### src/sv/rbc_pkg.sv
package rbc_pkg;

    // Datapath sizing
    localparam int ACC_WIDTH  = 64;
    localparam int MAX_DIGITS = 64;
    localparam int BASE_W     = 6;
    localparam int CHAR_W     = 8;
    localparam int DIGIT_W    = 9;
    localparam int CNT_W      = $clog2(MAX_DIGITS + 1);
    localparam int IDX_W      = $clog2(MAX_DIGITS);

    // Divider: quotient bits retired per cycle
    localparam int DIV_BITS  = 4;
    localparam int DIV_STEPS = (ACC_WIDTH + DIV_BITS - 1) / DIV_BITS;
    localparam int DIV_PAD_W = DIV_STEPS * DIV_BITS;
    localparam int STEP_W    = $clog2(DIV_STEPS);

    // Queue between front and back
    localparam int QUEUE_DEPTH = 2;
    localparam int QPTR_W      = $clog2(QUEUE_DEPTH);
    localparam int QCNT_W      = $clog2(QUEUE_DEPTH + 1);

    // Configuration port
    localparam int PADDR_W   = 3;
    localparam int PDATA_W   = 32;
    localparam int REG_SEL_BIT = 2;
    localparam logic REG_IN_BASE  = 1'b0;
    localparam logic REG_OUT_BASE = 1'b1;
    localparam logic [BASE_W-1:0] BASE_RESET = 6'd10;
    localparam logic [BASE_W-1:0] BASE_MIN   = 6'd2;
    localparam logic [BASE_W-1:0] BASE_MAX   = 6'd36;

    // Character codes
    localparam logic [CHAR_W-1:0] CODE_DIGIT_LO = 8'd48;
    localparam logic [CHAR_W-1:0] CODE_DIGIT_HI = 8'd58;
    localparam logic [CHAR_W-1:0] CODE_ALPHA_OFS = 8'd55;
    localparam logic [CHAR_W-1:0] CHAR_ZERO      = 8'd48;
    localparam logic [BASE_W-1:0] DEC_DIGITS     = 6'd10;

    // One decoded input item
    typedef struct packed {
        logic signed [DIGIT_W-1:0] digit;
        logic                      last;
    } rbc_item_t;

    // Divider request and response
    typedef struct packed {
        logic                 start;
        logic [ACC_WIDTH-1:0] dividend;
        logic [BASE_W-1:0]    divisor;
    } rbc_div_req_t;

    typedef struct packed {
        logic                 done;
        logic [ACC_WIDTH-1:0] quotient;
        logic [BASE_W-1:0]    remainder;
    } rbc_div_rsp_t;

    typedef enum logic [2:0] {
        ST_IDLE,
        ST_ADD,
        ST_ZERO,
        ST_DIV_GO,
        ST_DIV_WAIT,
        ST_EMIT_RD,
        ST_EMIT_WR
    } rbc_state_t;

    // Limit a radix register to the supported range
    function automatic logic [BASE_W-1:0] clamp_base(input logic [BASE_W-1:0] b);
        if (b < BASE_MIN)
            return BASE_MIN;
        else if (b > BASE_MAX)
            return BASE_MAX;
        else
            return b;
    endfunction

    // Digit value 0..35 to its character 0-9, A-Z
    function automatic logic [CHAR_W-1:0] digit_glyph(input logic [BASE_W-1:0] d);
        if (d < DEC_DIGITS)
            return CHAR_ZERO + CHAR_W'(d);
        else
            return CODE_ALPHA_OFS + CHAR_W'(d);
    endfunction

endpackage

### src/sv/rbc_front.sv
module rbc_front
    import rbc_pkg::*;
(
    input  logic              in_valid,
    output logic              in_ready,
    input  logic [CHAR_W-1:0] in_code,
    input  logic              in_last,
    input  logic              q_full,
    output logic              q_push,
    output rbc_item_t         q_item
);

    logic signed [DIGIT_W-1:0] digit;

    // Decode the character; codes outside the decimal band take the letter offset
    always_comb
    begin
        if (in_code >= CODE_DIGIT_LO && in_code <= CODE_DIGIT_HI)
            digit = $signed({1'b0, in_code - CODE_DIGIT_LO});
        else
            digit = $signed({1'b0, in_code}) - $signed({1'b0, CODE_ALPHA_OFS});
    end

    // Transfer straight into the queue while it has room
    assign in_ready     = !q_full;
    assign q_push       = in_valid && !q_full;
    assign q_item.digit = digit;
    assign q_item.last  = in_last;

endmodule

### src/sv/rbc_fifo.sv
module rbc_fifo
    import rbc_pkg::*;
(
    input  logic      clk,
    input  logic      rst_n,
    input  logic      push,
    input  rbc_item_t push_item,
    output logic      full,
    input  logic      pop,
    output rbc_item_t pop_item,
    output logic      empty
);

    rbc_item_t           entry_reg [QUEUE_DEPTH];
    logic [QPTR_W-1:0]   wr_ptr_reg;
    logic [QPTR_W-1:0]   wr_ptr_next;
    logic [QPTR_W-1:0]   rd_ptr_reg;
    logic [QPTR_W-1:0]   rd_ptr_next;
    logic [QCNT_W-1:0]   count_reg;
    logic [QCNT_W-1:0]   count_next;

    assign full     = (count_reg == QCNT_W'(QUEUE_DEPTH));
    assign empty    = (count_reg == '0);
    assign pop_item = entry_reg[rd_ptr_reg];

    // Pointer and occupancy update
    always_comb
    begin
        wr_ptr_next = wr_ptr_reg;
        rd_ptr_next = rd_ptr_reg;
        count_next  = count_reg;
        if (push)
            wr_ptr_next = (wr_ptr_reg == QPTR_W'(QUEUE_DEPTH - 1)) ? '0 : wr_ptr_reg + 1'b1;
        if (pop)
            rd_ptr_next = (rd_ptr_reg == QPTR_W'(QUEUE_DEPTH - 1)) ? '0 : rd_ptr_reg + 1'b1;
        if (push && !pop)
            count_next = count_reg + 1'b1;
        else if (pop && !push)
            count_next = count_reg - 1'b1;
    end

    always_ff @(posedge clk or negedge rst_n)
    begin
        if (!rst_n)
        begin
            wr_ptr_reg <= '0;
            rd_ptr_reg <= '0;
            count_reg  <= '0;
        end
        else
        begin
            wr_ptr_reg <= wr_ptr_next;
            rd_ptr_reg <= rd_ptr_next;
            count_reg  <= count_next;
        end
    end

    // Entry storage
    always_ff @(posedge clk)
    begin
        if (push)
            entry_reg[wr_ptr_reg] <= push_item;
    end

endmodule

### src/sv/rbc_divider.sv
module rbc_divider
    import rbc_pkg::*;
(
    input  logic         clk,
    input  logic         rst_n,
    input  rbc_div_req_t req,
    output rbc_div_rsp_t rsp
);

    logic                 busy_reg;
    logic                 done_reg;
    logic [STEP_W-1:0]    step_reg;
    logic [BASE_W-1:0]    rem_reg;
    logic [BASE_W-1:0]    rem_next;
    logic [DIV_PAD_W-1:0] shift_reg;
    logic [DIV_PAD_W-1:0] shift_next;
    logic [BASE_W-1:0]    divisor_reg;

    // Restoring division, DIV_BITS quotient bits per cycle
    always_comb
    begin
        logic [BASE_W:0] trial;
        rem_next   = rem_reg;
        shift_next = shift_reg;
        for (int i = 0; i < DIV_BITS; i++)
        begin
            trial      = {rem_next, shift_next[DIV_PAD_W-1]};
            shift_next = {shift_next[DIV_PAD_W-2:0], 1'b0};
            if (trial >= {1'b0, divisor_reg})
            begin
                rem_next      = BASE_W'(trial - {1'b0, divisor_reg});
                shift_next[0] = 1'b1;
            end
            else
                rem_next = trial[BASE_W-1:0];
        end
    end

    // Control
    always_ff @(posedge clk or negedge rst_n)
    begin
        if (!rst_n)
        begin
            busy_reg <= 1'b0;
            done_reg <= 1'b0;
            step_reg <= '0;
        end
        else if (req.start)
        begin
            busy_reg <= 1'b1;
            done_reg <= 1'b0;
            step_reg <= '0;
        end
        else if (busy_reg)
        begin
            step_reg <= step_reg + 1'b1;
            if (step_reg == STEP_W'(DIV_STEPS - 1))
            begin
                busy_reg <= 1'b0;
                done_reg <= 1'b1;
            end
        end
        else
            done_reg <= 1'b0;
    end

    // Datapath
    always_ff @(posedge clk)
    begin
        if (req.start)
        begin
            rem_reg     <= '0;
            shift_reg   <= DIV_PAD_W'(req.dividend);
            divisor_reg <= req.divisor;
        end
        else if (busy_reg)
        begin
            rem_reg   <= rem_next;
            shift_reg <= shift_next;
        end
    end

    assign rsp.done      = done_reg;
    assign rsp.quotient  = shift_reg[ACC_WIDTH-1:0];
    assign rsp.remainder = rem_reg;

endmodule

### src/sv/rbc_back.sv
module rbc_back
    import rbc_pkg::*;
(
    input  logic              clk,
    input  logic              rst_n,
    input  logic [BASE_W-1:0] in_base,
    input  logic [BASE_W-1:0] out_base,
    input  logic              q_empty,
    input  rbc_item_t         q_item,
    output logic              q_pop,
    output rbc_div_req_t      div_req,
    input  rbc_div_rsp_t      div_rsp,
    output logic              out_valid,
    input  logic              out_ready,
    output logic [CHAR_W-1:0] out_char,
    output logic              out_last
);

    rbc_state_t                state_reg;
    rbc_state_t                state_next;
    logic [ACC_WIDTH-1:0]      acc_reg;
    logic [ACC_WIDTH-1:0]      acc_next;
    logic [ACC_WIDTH-1:0]      prod_reg;
    logic [ACC_WIDTH-1:0]      prod_next;
    logic [ACC_WIDTH-1:0]      val_reg;
    logic [ACC_WIDTH-1:0]      val_next;
    logic signed [DIGIT_W-1:0] digit_reg;
    logic                      last_reg;
    logic [CNT_W-1:0]          cnt_reg;
    logic [CNT_W-1:0]          cnt_next;
    logic                      out_valid_reg;
    logic                      out_valid_next;
    logic [CHAR_W-1:0]         out_char_reg;
    logic [CHAR_W-1:0]         out_char_next;
    logic                      out_last_reg;
    logic                      out_last_next;

    logic [BASE_W-1:0]         stack_mem [MAX_DIGITS];
    logic [BASE_W-1:0]         rd_data_reg;
    logic                      wr_en;
    logic [IDX_W-1:0]          wr_addr;
    logic [IDX_W-1:0]          rd_addr;

    logic [ACC_WIDTH+BASE_W-1:0] mul_full;
    logic signed [ACC_WIDTH-1:0] digit_ext;
    logic [ACC_WIDTH-1:0]        sum;
    logic                        slot_free;
    logic [CNT_W-1:0]            cnt_inc;

    // Multiply-add datapath
    assign mul_full  = {{BASE_W{1'b0}}, acc_reg} * {{ACC_WIDTH{1'b0}}, in_base};
    assign prod_next = mul_full[ACC_WIDTH-1:0];
    assign digit_ext = ACC_WIDTH'(digit_reg);
    assign sum       = prod_reg + $unsigned(digit_ext);

    assign slot_free = !out_valid_reg || out_ready;
    assign cnt_inc   = cnt_reg + 1'b1;
    assign wr_addr   = cnt_reg[IDX_W-1:0];
    assign rd_addr   = IDX_W'(cnt_reg - 1'b1);

    // Sequencer
    always_comb
    begin
        state_next       = state_reg;
        acc_next         = acc_reg;
        val_next         = val_reg;
        cnt_next         = cnt_reg;
        q_pop            = 1'b0;
        wr_en            = 1'b0;
        div_req.start    = 1'b0;
        div_req.dividend = val_reg;
        div_req.divisor  = out_base;
        out_valid_next   = out_valid_reg && !out_ready;
        out_char_next    = out_char_reg;
        out_last_next    = out_last_reg;

        case (state_reg)
            ST_IDLE:
            begin
                if (!q_empty)
                begin
                    q_pop      = 1'b1;
                    state_next = ST_ADD;
                end
            end

            ST_ADD:
            begin
                if (!last_reg)
                begin
                    acc_next   = sum;
                    state_next = ST_IDLE;
                end
                else
                begin
                    acc_next = '0;
                    val_next = sum;
                    cnt_next = '0;
                    if (sum == '0)
                        state_next = ST_ZERO;
                    else
                        state_next = ST_DIV_GO;
                end
            end

            ST_ZERO:
            begin
                if (slot_free)
                begin
                    out_valid_next = 1'b1;
                    out_char_next  = CHAR_ZERO;
                    out_last_next  = 1'b1;
                    state_next     = ST_IDLE;
                end
            end

            ST_DIV_GO:
            begin
                div_req.start = 1'b1;
                state_next    = ST_DIV_WAIT;
            end

            ST_DIV_WAIT:
            begin
                if (div_rsp.done)
                begin
                    wr_en    = 1'b1;
                    cnt_next = cnt_inc;
                    val_next = div_rsp.quotient;
                    if (div_rsp.quotient == '0 || cnt_inc == CNT_W'(MAX_DIGITS))
                        state_next = ST_EMIT_RD;
                    else
                        state_next = ST_DIV_GO;
                end
            end

            ST_EMIT_RD:
            begin
                state_next = ST_EMIT_WR;
            end

            ST_EMIT_WR:
            begin
                if (slot_free)
                begin
                    out_valid_next = 1'b1;
                    out_char_next  = digit_glyph(rd_data_reg);
                    out_last_next  = (cnt_reg == CNT_W'(1));
                    cnt_next       = cnt_reg - 1'b1;
                    state_next     = (cnt_reg == CNT_W'(1)) ? ST_IDLE : ST_EMIT_RD;
                end
            end

            default:
            begin
                state_next = ST_IDLE;
            end
        endcase
    end

    // Control registers
    always_ff @(posedge clk or negedge rst_n)
    begin
        if (!rst_n)
        begin
            state_reg     <= ST_IDLE;
            acc_reg       <= '0;
            cnt_reg       <= '0;
            out_valid_reg <= 1'b0;
        end
        else
        begin
            state_reg     <= state_next;
            acc_reg       <= acc_next;
            cnt_reg       <= cnt_next;
            out_valid_reg <= out_valid_next;
        end
    end

    // Payload registers
    always_ff @(posedge clk)
    begin
        prod_reg     <= prod_next;
        val_reg      <= val_next;
        out_char_reg <= out_char_next;
        out_last_reg <= out_last_next;
        if (q_pop)
        begin
            digit_reg <= q_item.digit;
            last_reg  <= q_item.last;
        end
    end

    // Digit stack: one write port, registered read
    always_ff @(posedge clk)
    begin
        if (wr_en)
            stack_mem[wr_addr] <= div_rsp.remainder;
        rd_data_reg <= stack_mem[rd_addr];
    end

    assign out_valid = out_valid_reg;
    assign out_char  = out_char_reg;
    assign out_last  = out_last_reg;

endmodule

### src/sv/radix_base_converter_top.sv
// Digit characters: each is popped from the queue, then multiplied and added
// into the accumulator; a 2-entry queue lets the input side run ahead while a
// conversion is emitted. Last character: its sum goes to the iterative divider
// (4 quotient bits per cycle), which yields one output digit per division onto
// a stack; the stack is then read back and emitted. A zero value emits one digit.
// Reset (rst_n, asynchronous, active low) clears the accumulator, the
// sequencer, the queue and sets both radix registers to 10.
module radix_base_converter_top
    import rbc_pkg::*;
(
    input  logic               clk,
    input  logic               rst_n,
    // Configuration port
    input  logic               psel,
    input  logic               penable,
    input  logic               pwrite,
    input  logic [PADDR_W-1:0] paddr,
    input  logic [PDATA_W-1:0] pwdata,
    output logic [PDATA_W-1:0] prdata,
    output logic               pready,
    // Input stream
    input  logic               s_axis_tvalid,
    output logic               s_axis_tready,
    input  logic [7:0]         s_axis_tdata,   // [7:0] digit_char
    input  logic               s_axis_tlast,
    // Output stream
    output logic               m_axis_tvalid,
    input  logic               m_axis_tready,
    output logic [7:0]         m_axis_tdata,   // [7:0] out_char
    output logic               m_axis_tlast
);

    logic [BASE_W-1:0] in_base_reg;
    logic [BASE_W-1:0] out_base_reg;
    logic              cfg_write;
    logic              q_push;
    logic              q_pop;
    logic              q_full;
    logic              q_empty;
    rbc_item_t         push_item;
    rbc_item_t         pop_item;
    rbc_div_req_t      div_req;
    rbc_div_rsp_t      div_rsp;

    // Register file; byte offset bits of paddr are ignored
    assign pready    = 1'b1;
    assign cfg_write = psel && penable && pwrite && pready;

    always_ff @(posedge clk or negedge rst_n)
    begin
        if (!rst_n)
        begin
            in_base_reg  <= BASE_RESET;
            out_base_reg <= BASE_RESET;
        end
        else if (cfg_write)
        begin
            case (paddr[REG_SEL_BIT])
                REG_IN_BASE:  in_base_reg  <= pwdata[BASE_W-1:0];
                REG_OUT_BASE: out_base_reg <= pwdata[BASE_W-1:0];
                default:      in_base_reg  <= in_base_reg;
            endcase
        end
    end

    always_comb
    begin
        case (paddr[REG_SEL_BIT])
            REG_IN_BASE:  prdata = PDATA_W'(in_base_reg);
            REG_OUT_BASE: prdata = PDATA_W'(out_base_reg);
            default:      prdata = '0;
        endcase
    end

    rbc_front u_front (
        .in_valid (s_axis_tvalid),
        .in_ready (s_axis_tready),
        .in_code  (s_axis_tdata),
        .in_last  (s_axis_tlast),
        .q_full   (q_full),
        .q_push   (q_push),
        .q_item   (push_item)
    );

    rbc_fifo u_fifo (
        .clk       (clk),
        .rst_n     (rst_n),
        .push      (q_push),
        .push_item (push_item),
        .full      (q_full),
        .pop       (q_pop),
        .pop_item  (pop_item),
        .empty     (q_empty)
    );

    rbc_divider u_divider (
        .clk   (clk),
        .rst_n (rst_n),
        .req   (div_req),
        .rsp   (div_rsp)
    );

    rbc_back u_back (
        .clk       (clk),
        .rst_n     (rst_n),
        .in_base   (clamp_base(in_base_reg)),
        .out_base  (clamp_base(out_base_reg)),
        .q_empty   (q_empty),
        .q_item    (pop_item),
        .q_pop     (q_pop),
        .div_req   (div_req),
        .div_rsp   (div_rsp),
        .out_valid (m_axis_tvalid),
        .out_ready (m_axis_tready),
        .out_char  (m_axis_tdata),
        .out_last  (m_axis_tlast)
    );

endmodule

### config.mk
export PLATFORM = sky130hd
export DESIGN_NAME = radix_base_converter_top
export DESIGN_NICKNAME = d
export VERILOG_FILES = /design/src/sv/rbc_pkg.sv /design/src/sv/rbc_front.sv /design/src/sv/rbc_fifo.sv /design/src/sv/rbc_divider.sv /design/src/sv/rbc_back.sv /design/src/sv/radix_base_converter_top.sv
export SDC_FILE = /design/constraint.sdc
export NUM_CORES = 2
export LEC_CHECK = 0
export CORE_MARGIN = 4
export CORE_UTILIZATION = 39
export DETAILED_ROUTE_END_ITERATION = 10
export DONT_BUFFER_PORTS = 1
export GPL_TIMING_DRIVEN = 0
export PLACE_DENSITY_LB_ADDON = 0.25
export SETUP_SLACK_MARGIN = 0.02
export SLEW_MARGIN = 20
export SYNTH_ARGS = -nofsm -noshare
export SYNTH_HDL_FRONTEND = slang
export SYNTH_SLANG_ARGS = --single-unit
### constraint.sdc
create_clock -name clk -period 8.6 [get_ports clk]
set_clock_uncertainty 0.05 [all_clocks]
set_input_delay 0.86 -clock clk [delete_from_list [all_inputs] [get_ports clk]]
set_output_delay 0.86 -clock clk [all_outputs]
set_load 0.01 [all_outputs]
# Word-level counts from Yosys, hierarchy flattened
# Memories as Yosys holds them, arrays and structs flattened. A register that Yosys moved wholly into a read port is not among the register bits.
# Index checks and enable logic that the tools add are counted.
dict set report classes {
  eq_ne 16
  bitwise 1
  muxes 62
  reduce_logical 31
  add_sub_neg 16
  order_cmp 11
  mul 1
  shifts 0
  n_div 0
}
# operator n
set ops {}
lappend ops {{2-to-1 mux 64 bit} 5}
lappend ops {{zero test 64 bit} 2}
lappend ops {{one-hot mux 64 bit (2 select lines)} 1}
lappend ops {{adder 64 bit} 1}
lappend ops {{multiplier 64 x 6 -> 64 bit} 1}
lappend ops {{one-hot mux 32 bit (2 select lines)} 1}
lappend ops {{2-to-1 mux 6 bit} 7}
lappend ops {{greater-or-equal comparator 7 x 6 -> 1 bit} 4}
lappend ops {{2-to-1 mux 1 bit} 26}
lappend ops {{2-to-1 mux 8 bit} 3}
lappend ops {{subtractor 6 bit} 4}
lappend ops {{2-to-1 mux 3 bit} 7}
lappend ops {{2-to-1 mux 7 bit} 3}
lappend ops {{one-hot mux 3 bit (7 select lines)} 1}
lappend ops {{one-hot mux 7 bit (3 select lines)} 1}
lappend ops {{one-hot mux 8 bit (2 select lines)} 1}
lappend ops {{adder 6 x 6 -> 7 bit, first input constant} 2}
lappend ops {{> comparator 6 bit, second input constant} 2}
lappend ops {{less-than comparator 6 x 2 -> 1 bit, second input constant} 2}
lappend ops {{equality test 3 bit, second input constant} 3}
lappend ops {{2-to-1 mux 9 bit} 1}
lappend ops {{subtractor 8 x 6 -> 9 bit, second input constant} 1}
lappend ops {{greater-or-equal comparator 8 x 6 -> 1 bit, second input constant} 1}
lappend ops {{less-or-equal comparator 8 x 6 -> 1 bit, second input constant} 1}
lappend ops {{32 further kinds} 57}
dict set report word_totals {
  romBits 0
  mem_bits_rw 404
  output_inout_bits 44
  word_cells 160
  reg_bits 310
  n_memories 2
  latchBits 0
}
# memory depth width rd rd_clocked_by_memory_dff wr line_no
set memory_table {}
lappend memory_table {u_back.stack_mem 64 6 1 1 1 rbc_back.sv:38} ;# logic [BASE_W-1:0] stack_mem [MAX_DIGITS];
lappend memory_table {u_fifo.entry_reg 2 10 1 1 1 rbc_fifo.sv:14} ;# rbc_item_t entry_reg [QUEUE_DEPTH];

# Depth between registers and ports, before layout
dict set report depth {
  depth_word 10
  depth_mapped 40
  depth_no_buf 38
}

# Modules after synthesis
# Synthesis repeated with hierarchy kept, for this count alone.
dict set report hier_totals {
  cells_unflattened 3918
  hier_area_um2 45691.3
}
# module area_per_inst_um2 seq_area_each_um2 n_inst cells_each
set by_module_without_submodules {}
lappend by_module_without_submodules {rbc_back 38879.8 17271.6 1 3395}
lappend by_module_without_submodules {rbc_divider 4653.2 2372.3 1 352}
lappend by_module_without_submodules {rbc_fifo 947.2 700.7 1 47}
lappend by_module_without_submodules {radix_base_converter_top 898.4 305.3 1 85}
lappend by_module_without_submodules {rbc_front 312.8 0.0 1 39}

# Worst setup path before layout
# Ideal clock, no wire load.
dict set report synth_timing {
  path_type {flip-flop to flip-flop}
  from {register u_divider.rem_reg[0]}
  to {register u_divider.rem_reg[0]}
  stages_incl_launch_ff 40
  setup_slack_ns -0.646
  setup_time_ns 0.070
  synth_period_minus_slack_ns 9.246
  arrival_ns 9.126
  cell_sequence {dfxtp_1 ha_1 nor2b_1 o21ai_0 a21boi_1 o21a_1 o21ai_0 nor2b_1 clkbuf_1 mux2_2 inv_1 ha_1 nor2b_1 o21ai_0 a21boi_0 o21ai_0 a31oi_1 a311oi_4 (+4 left out) o21ai_0 nand2b_1 a21o_1 a21o_1 a211o_1 a211oi_1 buf_2 mux2i_1 ha_1 a21o_1 a21o_1 a21o_1 a21oi_1 o21ai_0 a21oi_1 o211ai_2 mux2_2 o21ai_1}
}
dict set report synth_between {
  elab_chain_cells 8
  word_cells_on_any_way 11
}
# item line_no
set synth_rtl {}
lappend synth_rtl {{start, declared} rbc_divider.sv:13} ;# logic [BASE_W-1:0] rem_reg;
lappend synth_rtl {{start signal, assigned} rbc_divider.sv:78} ;# rem_reg <= rem_next;
lappend synth_rtl {{subtractor 6 bit / greater-or-equal comparator 7 x 6 -> 1 bit (equally long branches)} {rbc_divider.sv:31, rbc_divider.sv:29}}
lappend synth_rtl {{2-to-1 mux 6 bit (*)} rbc_divider.sv:29} ;# if (trial >= {1'b0, divisor_reg})
lappend synth_rtl {{subtractor 6 bit / greater-or-equal comparator 7 x 6 -> 1 bit (equally long branches)} {rbc_divider.sv:31, rbc_divider.sv:29}}
lappend synth_rtl {{2-to-1 mux 6 bit (*)} rbc_divider.sv:29}
lappend synth_rtl {{subtractor 6 bit / greater-or-equal comparator 7 x 6 -> 1 bit (equally long branches)} {rbc_divider.sv:31, rbc_divider.sv:29}}
lappend synth_rtl {{2-to-1 mux 6 bit (*)} rbc_divider.sv:29}
lappend synth_rtl {{greater-or-equal comparator 7 x 6 -> 1 bit (*)} rbc_divider.sv:29}
lappend synth_rtl {{2-to-1 mux 6 bit (*)} rbc_divider.sv:29}
# Every way passes the cells marked *; elsewhere a longest branch is shown, timed or not.
# A chain may end at the register's enable or synchronous reset.

# Worst setup path in the final report
dict set report layout_timing {
  from {register in_base_reg[2]}
  to {register u_back.prod_reg[62]}
}
dict set report layout_between {
  elab_chain_cells 4
  word_cells_on_any_way 5
}
# item line_no
set layout_rtl {}
lappend layout_rtl {{start, declared} radix_base_converter_top.sv:33} ;# logic [BASE_W-1:0] in_base_reg;
lappend layout_rtl {{start signal, assigned} radix_base_converter_top.sv:59} ;# REG_IN_BASE: in_base_reg <= pwdata[BASE_W-1:0];
lappend layout_rtl {{start signal, assigned} radix_base_converter_top.sv:61} ;# default: in_base_reg <= in_base_reg;
lappend layout_rtl {{> comparator 6 bit} rbc_pkg.sv:73} ;# else if (b > BASE_MAX)
lappend layout_rtl {{2-to-1 mux 6 bit} rbc_pkg.sv:73}
lappend layout_rtl {{2-to-1 mux 6 bit (*)} rbc_pkg.sv:71} ;# if (b < BASE_MIN)
lappend layout_rtl {{multiplier 64 x 6 -> 64 bit (*)} rbc_back.sv:51} ;# assign mul_full = {{BASE_W{1'b0}}, acc_reg} * {{ACC_WIDTH{1'b0}}, in_base};
lappend layout_rtl {{via u_back.mul_full[62]} rbc_back.sv:44} ;# logic [ACC_WIDTH+BASE_W-1:0] mul_full;
lappend layout_rtl {{end signal, assigned} rbc_back.sv:183} ;# prod_reg <= prod_next;
lappend layout_rtl {{end, declared} rbc_back.sv:23} ;# logic [ACC_WIDTH-1:0] prod_reg;
# Mark *: on every way through the listed nets, which the timed path passes. The rest lies on a longest branch.

==> flow_summary.json <==
{
  "seq_area_frac_synth_pct": 46.56,
  "largest_register_ffs": 384,
  "die_y_um": 345.2,
  "clkTransAtPathRegs_ns": 0.06,
  "fill_cells": 10500,
  "crit_start": "in_base_reg[2]",
  "dieArea_mm2": 0.1192,
  "tightest_slew_ns": 1.030,
  "cp-end-kind": "register",
  "drc": 0,
  "finalCritPeriodShare_pct": 96.18,
  "slew-limit-headroom_pct": 31.30,
  "finalCriticalPeriod_ns": 8.272,
  "regMostFlops": "u_back.stack_mem",
  "multi_input_area_mm2": 0.02192,
  "r2r_setup_slack_ns": 0.33,
  "viasPerCell": 5.389,
  "hold_path.class": "in2async",
  "arrival_ns": 8.78,
  "globalplace.congestion": 0.8682,
  "cts_sinks": 729,
  "core-area_mm2": 0.1127,
  "drive_above_1_share_pct": 10.71,
  "status": "completed",
  "grt_pass1_wl_um": 184700,
  "ios": 95,
  "seqCellArea_mm2": 0.02067,
  "synth_area_per_cell_um2": 11.40,
  "die_w_um": 345.2,
  "fin_nets": 4483,
  "finalMaxSlewViolations": 0,
  "ys_async_sr_fraction_pct": 13.31,
  "hold_viol": 0,
  "dpl_cell_area_mm2": 0.04656,
  "layout_commonest_cell": "nand2_1",
  "htreeDepth": 3,
  "synth_seq_cells": 729,
  "grt_overflow_total": 0,
  "setup_viol": 0,
  "vias": 30150,
  "synth_warnings": 0,
  "avgRoutedWirePerCell_um": 21.18,
  "drtPass1Iterations": 6,
  "cts_buffer_depth": 3,
  "area_growth_pct": 11.73,
  "crit_type": "reg2reg",
  "worstPathMaxFanout": 10,
  "portBuffers": 0,
  "dpl.hpwl_um": 86350,
  "start_util_pct": 39.37,
  "antenna_found_initial": 3,
  "start_kind": "register",
  "grt_max_degree": 98,
  "grt_pass1_vias": 30250,
  "cts_made_buffers": 78,
  "synthFlopType": "edfxtp_1",
  "cts_tree": "done",
  "design_area_mm2": 0.04955,
  "drtAntennaViolNets": 0,
  "track_usage_pct": 19.75,
  "reg2reg_from": "in_base_reg[2]",
  "drt_iter0_drc": 2219,
  "clk_latency_ns": 0.66,
  "required_ns": 9.11,
  "fp-row-count": 123,
  "synthCells": 3889,
  "ys_types": 102,
  "cts-root-buf": "clkbuf_16",
  "finalWirelength_um": 118500,
  "synth-edff-count": 556,
  "final_cell_mix": "747 x nand2_1, 556 x edfxtp_1, 286 x inv_1",
  "fmax_mhz": 120.9,
  "syn_area_mm2": 0.04435,
  "cap_violations": 0
}
[per-stage QoR]
step           setup WS, ns  cells  setup TNS [ns]  util (%)  hold WS (ns)
5_1_grt           -0.006453   5591       -0.006453     43.97       0.08664
6_report             0.3283   5595               0     43.98       0.06106
3_3_place_gp         -3.106   5415          -98.64     41.13        0.4273
4_1_cts             0.01313   5580               0     43.84       0.08054
3_5_place_dp         -1.750   5423          -16.22     41.33        0.4309
2_1_floorplan       0.02525   3915               0         -        0.3997
[logic make-up (layout without fill, tap and decap cells)]
family,count (synthesis),after routing,synth area share [%]
AOI/OAI and AO/OA,614,614,9.373
muxes,177,177,7.663
other,2,32,0.01693
adders and majority gates,407,407,15.57
and+or+nand+nor,1314,1314,13.23
xor gates and xnor gates,158,158,3.120
DFF,729,729,46.56
buffers and inverters,488,664,4.458
[worst paths after layout]
path / endpoint / cells past startpoint
worst min-delay path: out_base_reg[4] / 1
min in group clk: u_fifo.entry_reg[0][0] / 0
max in group asynchronous: u_back.acc_reg[0] / 1
worst max register to register: u_back.prod_reg[62] / 23
worst max-delay path: u_back.prod_reg[62] / 23
worst min register to register: u_divider.shift_reg[57] / 2
[cell type report]
class | count | area share, %
plain buffers | 200 | 1.864
diodes | 4 | 0.02020
clock inverters | 46 | 0.9671
inverters | 287 | 2.179
repair buffers | 32 | 0.9974
multi-input cells | 2698 | 44.24
well taps | 1500 | 3.788
flip-flops and latches | 729 | 41.72
clock buffers | 99 | 4.222
[repair_timing]
action	in CTS	in global routing
buffers inserted	12	11
hold buffers	1	0
pin swaps	5	8
setup endpoints to repair	20	13
endpoints found under the hold margin	97	0
gates resized for setup	21	15
[synth_stat cells (11+ instances only)]
library cell  number  area, um^2
nand2_1          748        2808
edfxtp_1         556       16700
inv_1            287        1077
fa_1             242        4845
nor2_1           191       716.9
ha_1             164        2052
a21oi_1          155       775.7
clkbuf_1         138       518.0
o21ai_0          129       645.6
mux4_2           126        2838
and2_1           102       638.1
dfrtp_1           93        2327
xnor2_1           93       814.5
a21o_1            92       690.7
dfxtp_1           76        1521
xor2_1            65       569.3
nand3_1           55       275.3
a22o_1            42       367.9
mux2_2            40       450.4
nand4_1           34       212.7
buf_4             29       217.7
nor4_1            28       175.2
and3_1            27       168.9
nor3_1            27       135.1
nor2b_1           26       162.7
buf_1             25       93.84
a31oi_1           22       137.6
o21bai_1          22       165.2
nand2b_1          19       118.9
a211oi_1          15       112.6
o21a_1            13       97.59
mux2i_1           11       110.1
[worst max-delay path: stages (launching register included)]
cell	delay [ns]
dfrtp_1	0.42
or4_1	0.58
o211a_1	0.23
clkbuf_2	0.37
clkbuf_1	0.45
and2_1	0.31
fa_1	0.53
inv_1	0.05
fa_1	0.49
fa_1	0.49
inv_1	0.04
ha_1	0.33
o21ai_0	0.10
o21bai_1	0.23
a211oi_2	0.21
o41ai_1	0.85
nand4_1	0.30
a21oi_1	0.46
a41o_1	0.42
a211o_1	0.25
nand4_1	0.31
nand2_1	0.24
a311o_1	0.24
xor2_1	0.19
[layer usage]
layer / GRT usage (%) / up-vias / share of wire [%]
met5: 0 / - / 0
met4: 4.521 / 0 / 2.1
met3: 2.888 / 132 / 6.1
met2: 32.68 / 879 / 48
met1: 27.64 / 15200 / 44
li1: - / 13930 / -
Power is not shown: default switching activity piles up to over one toggle a cycle in this logic, so the estimate is an artifact.
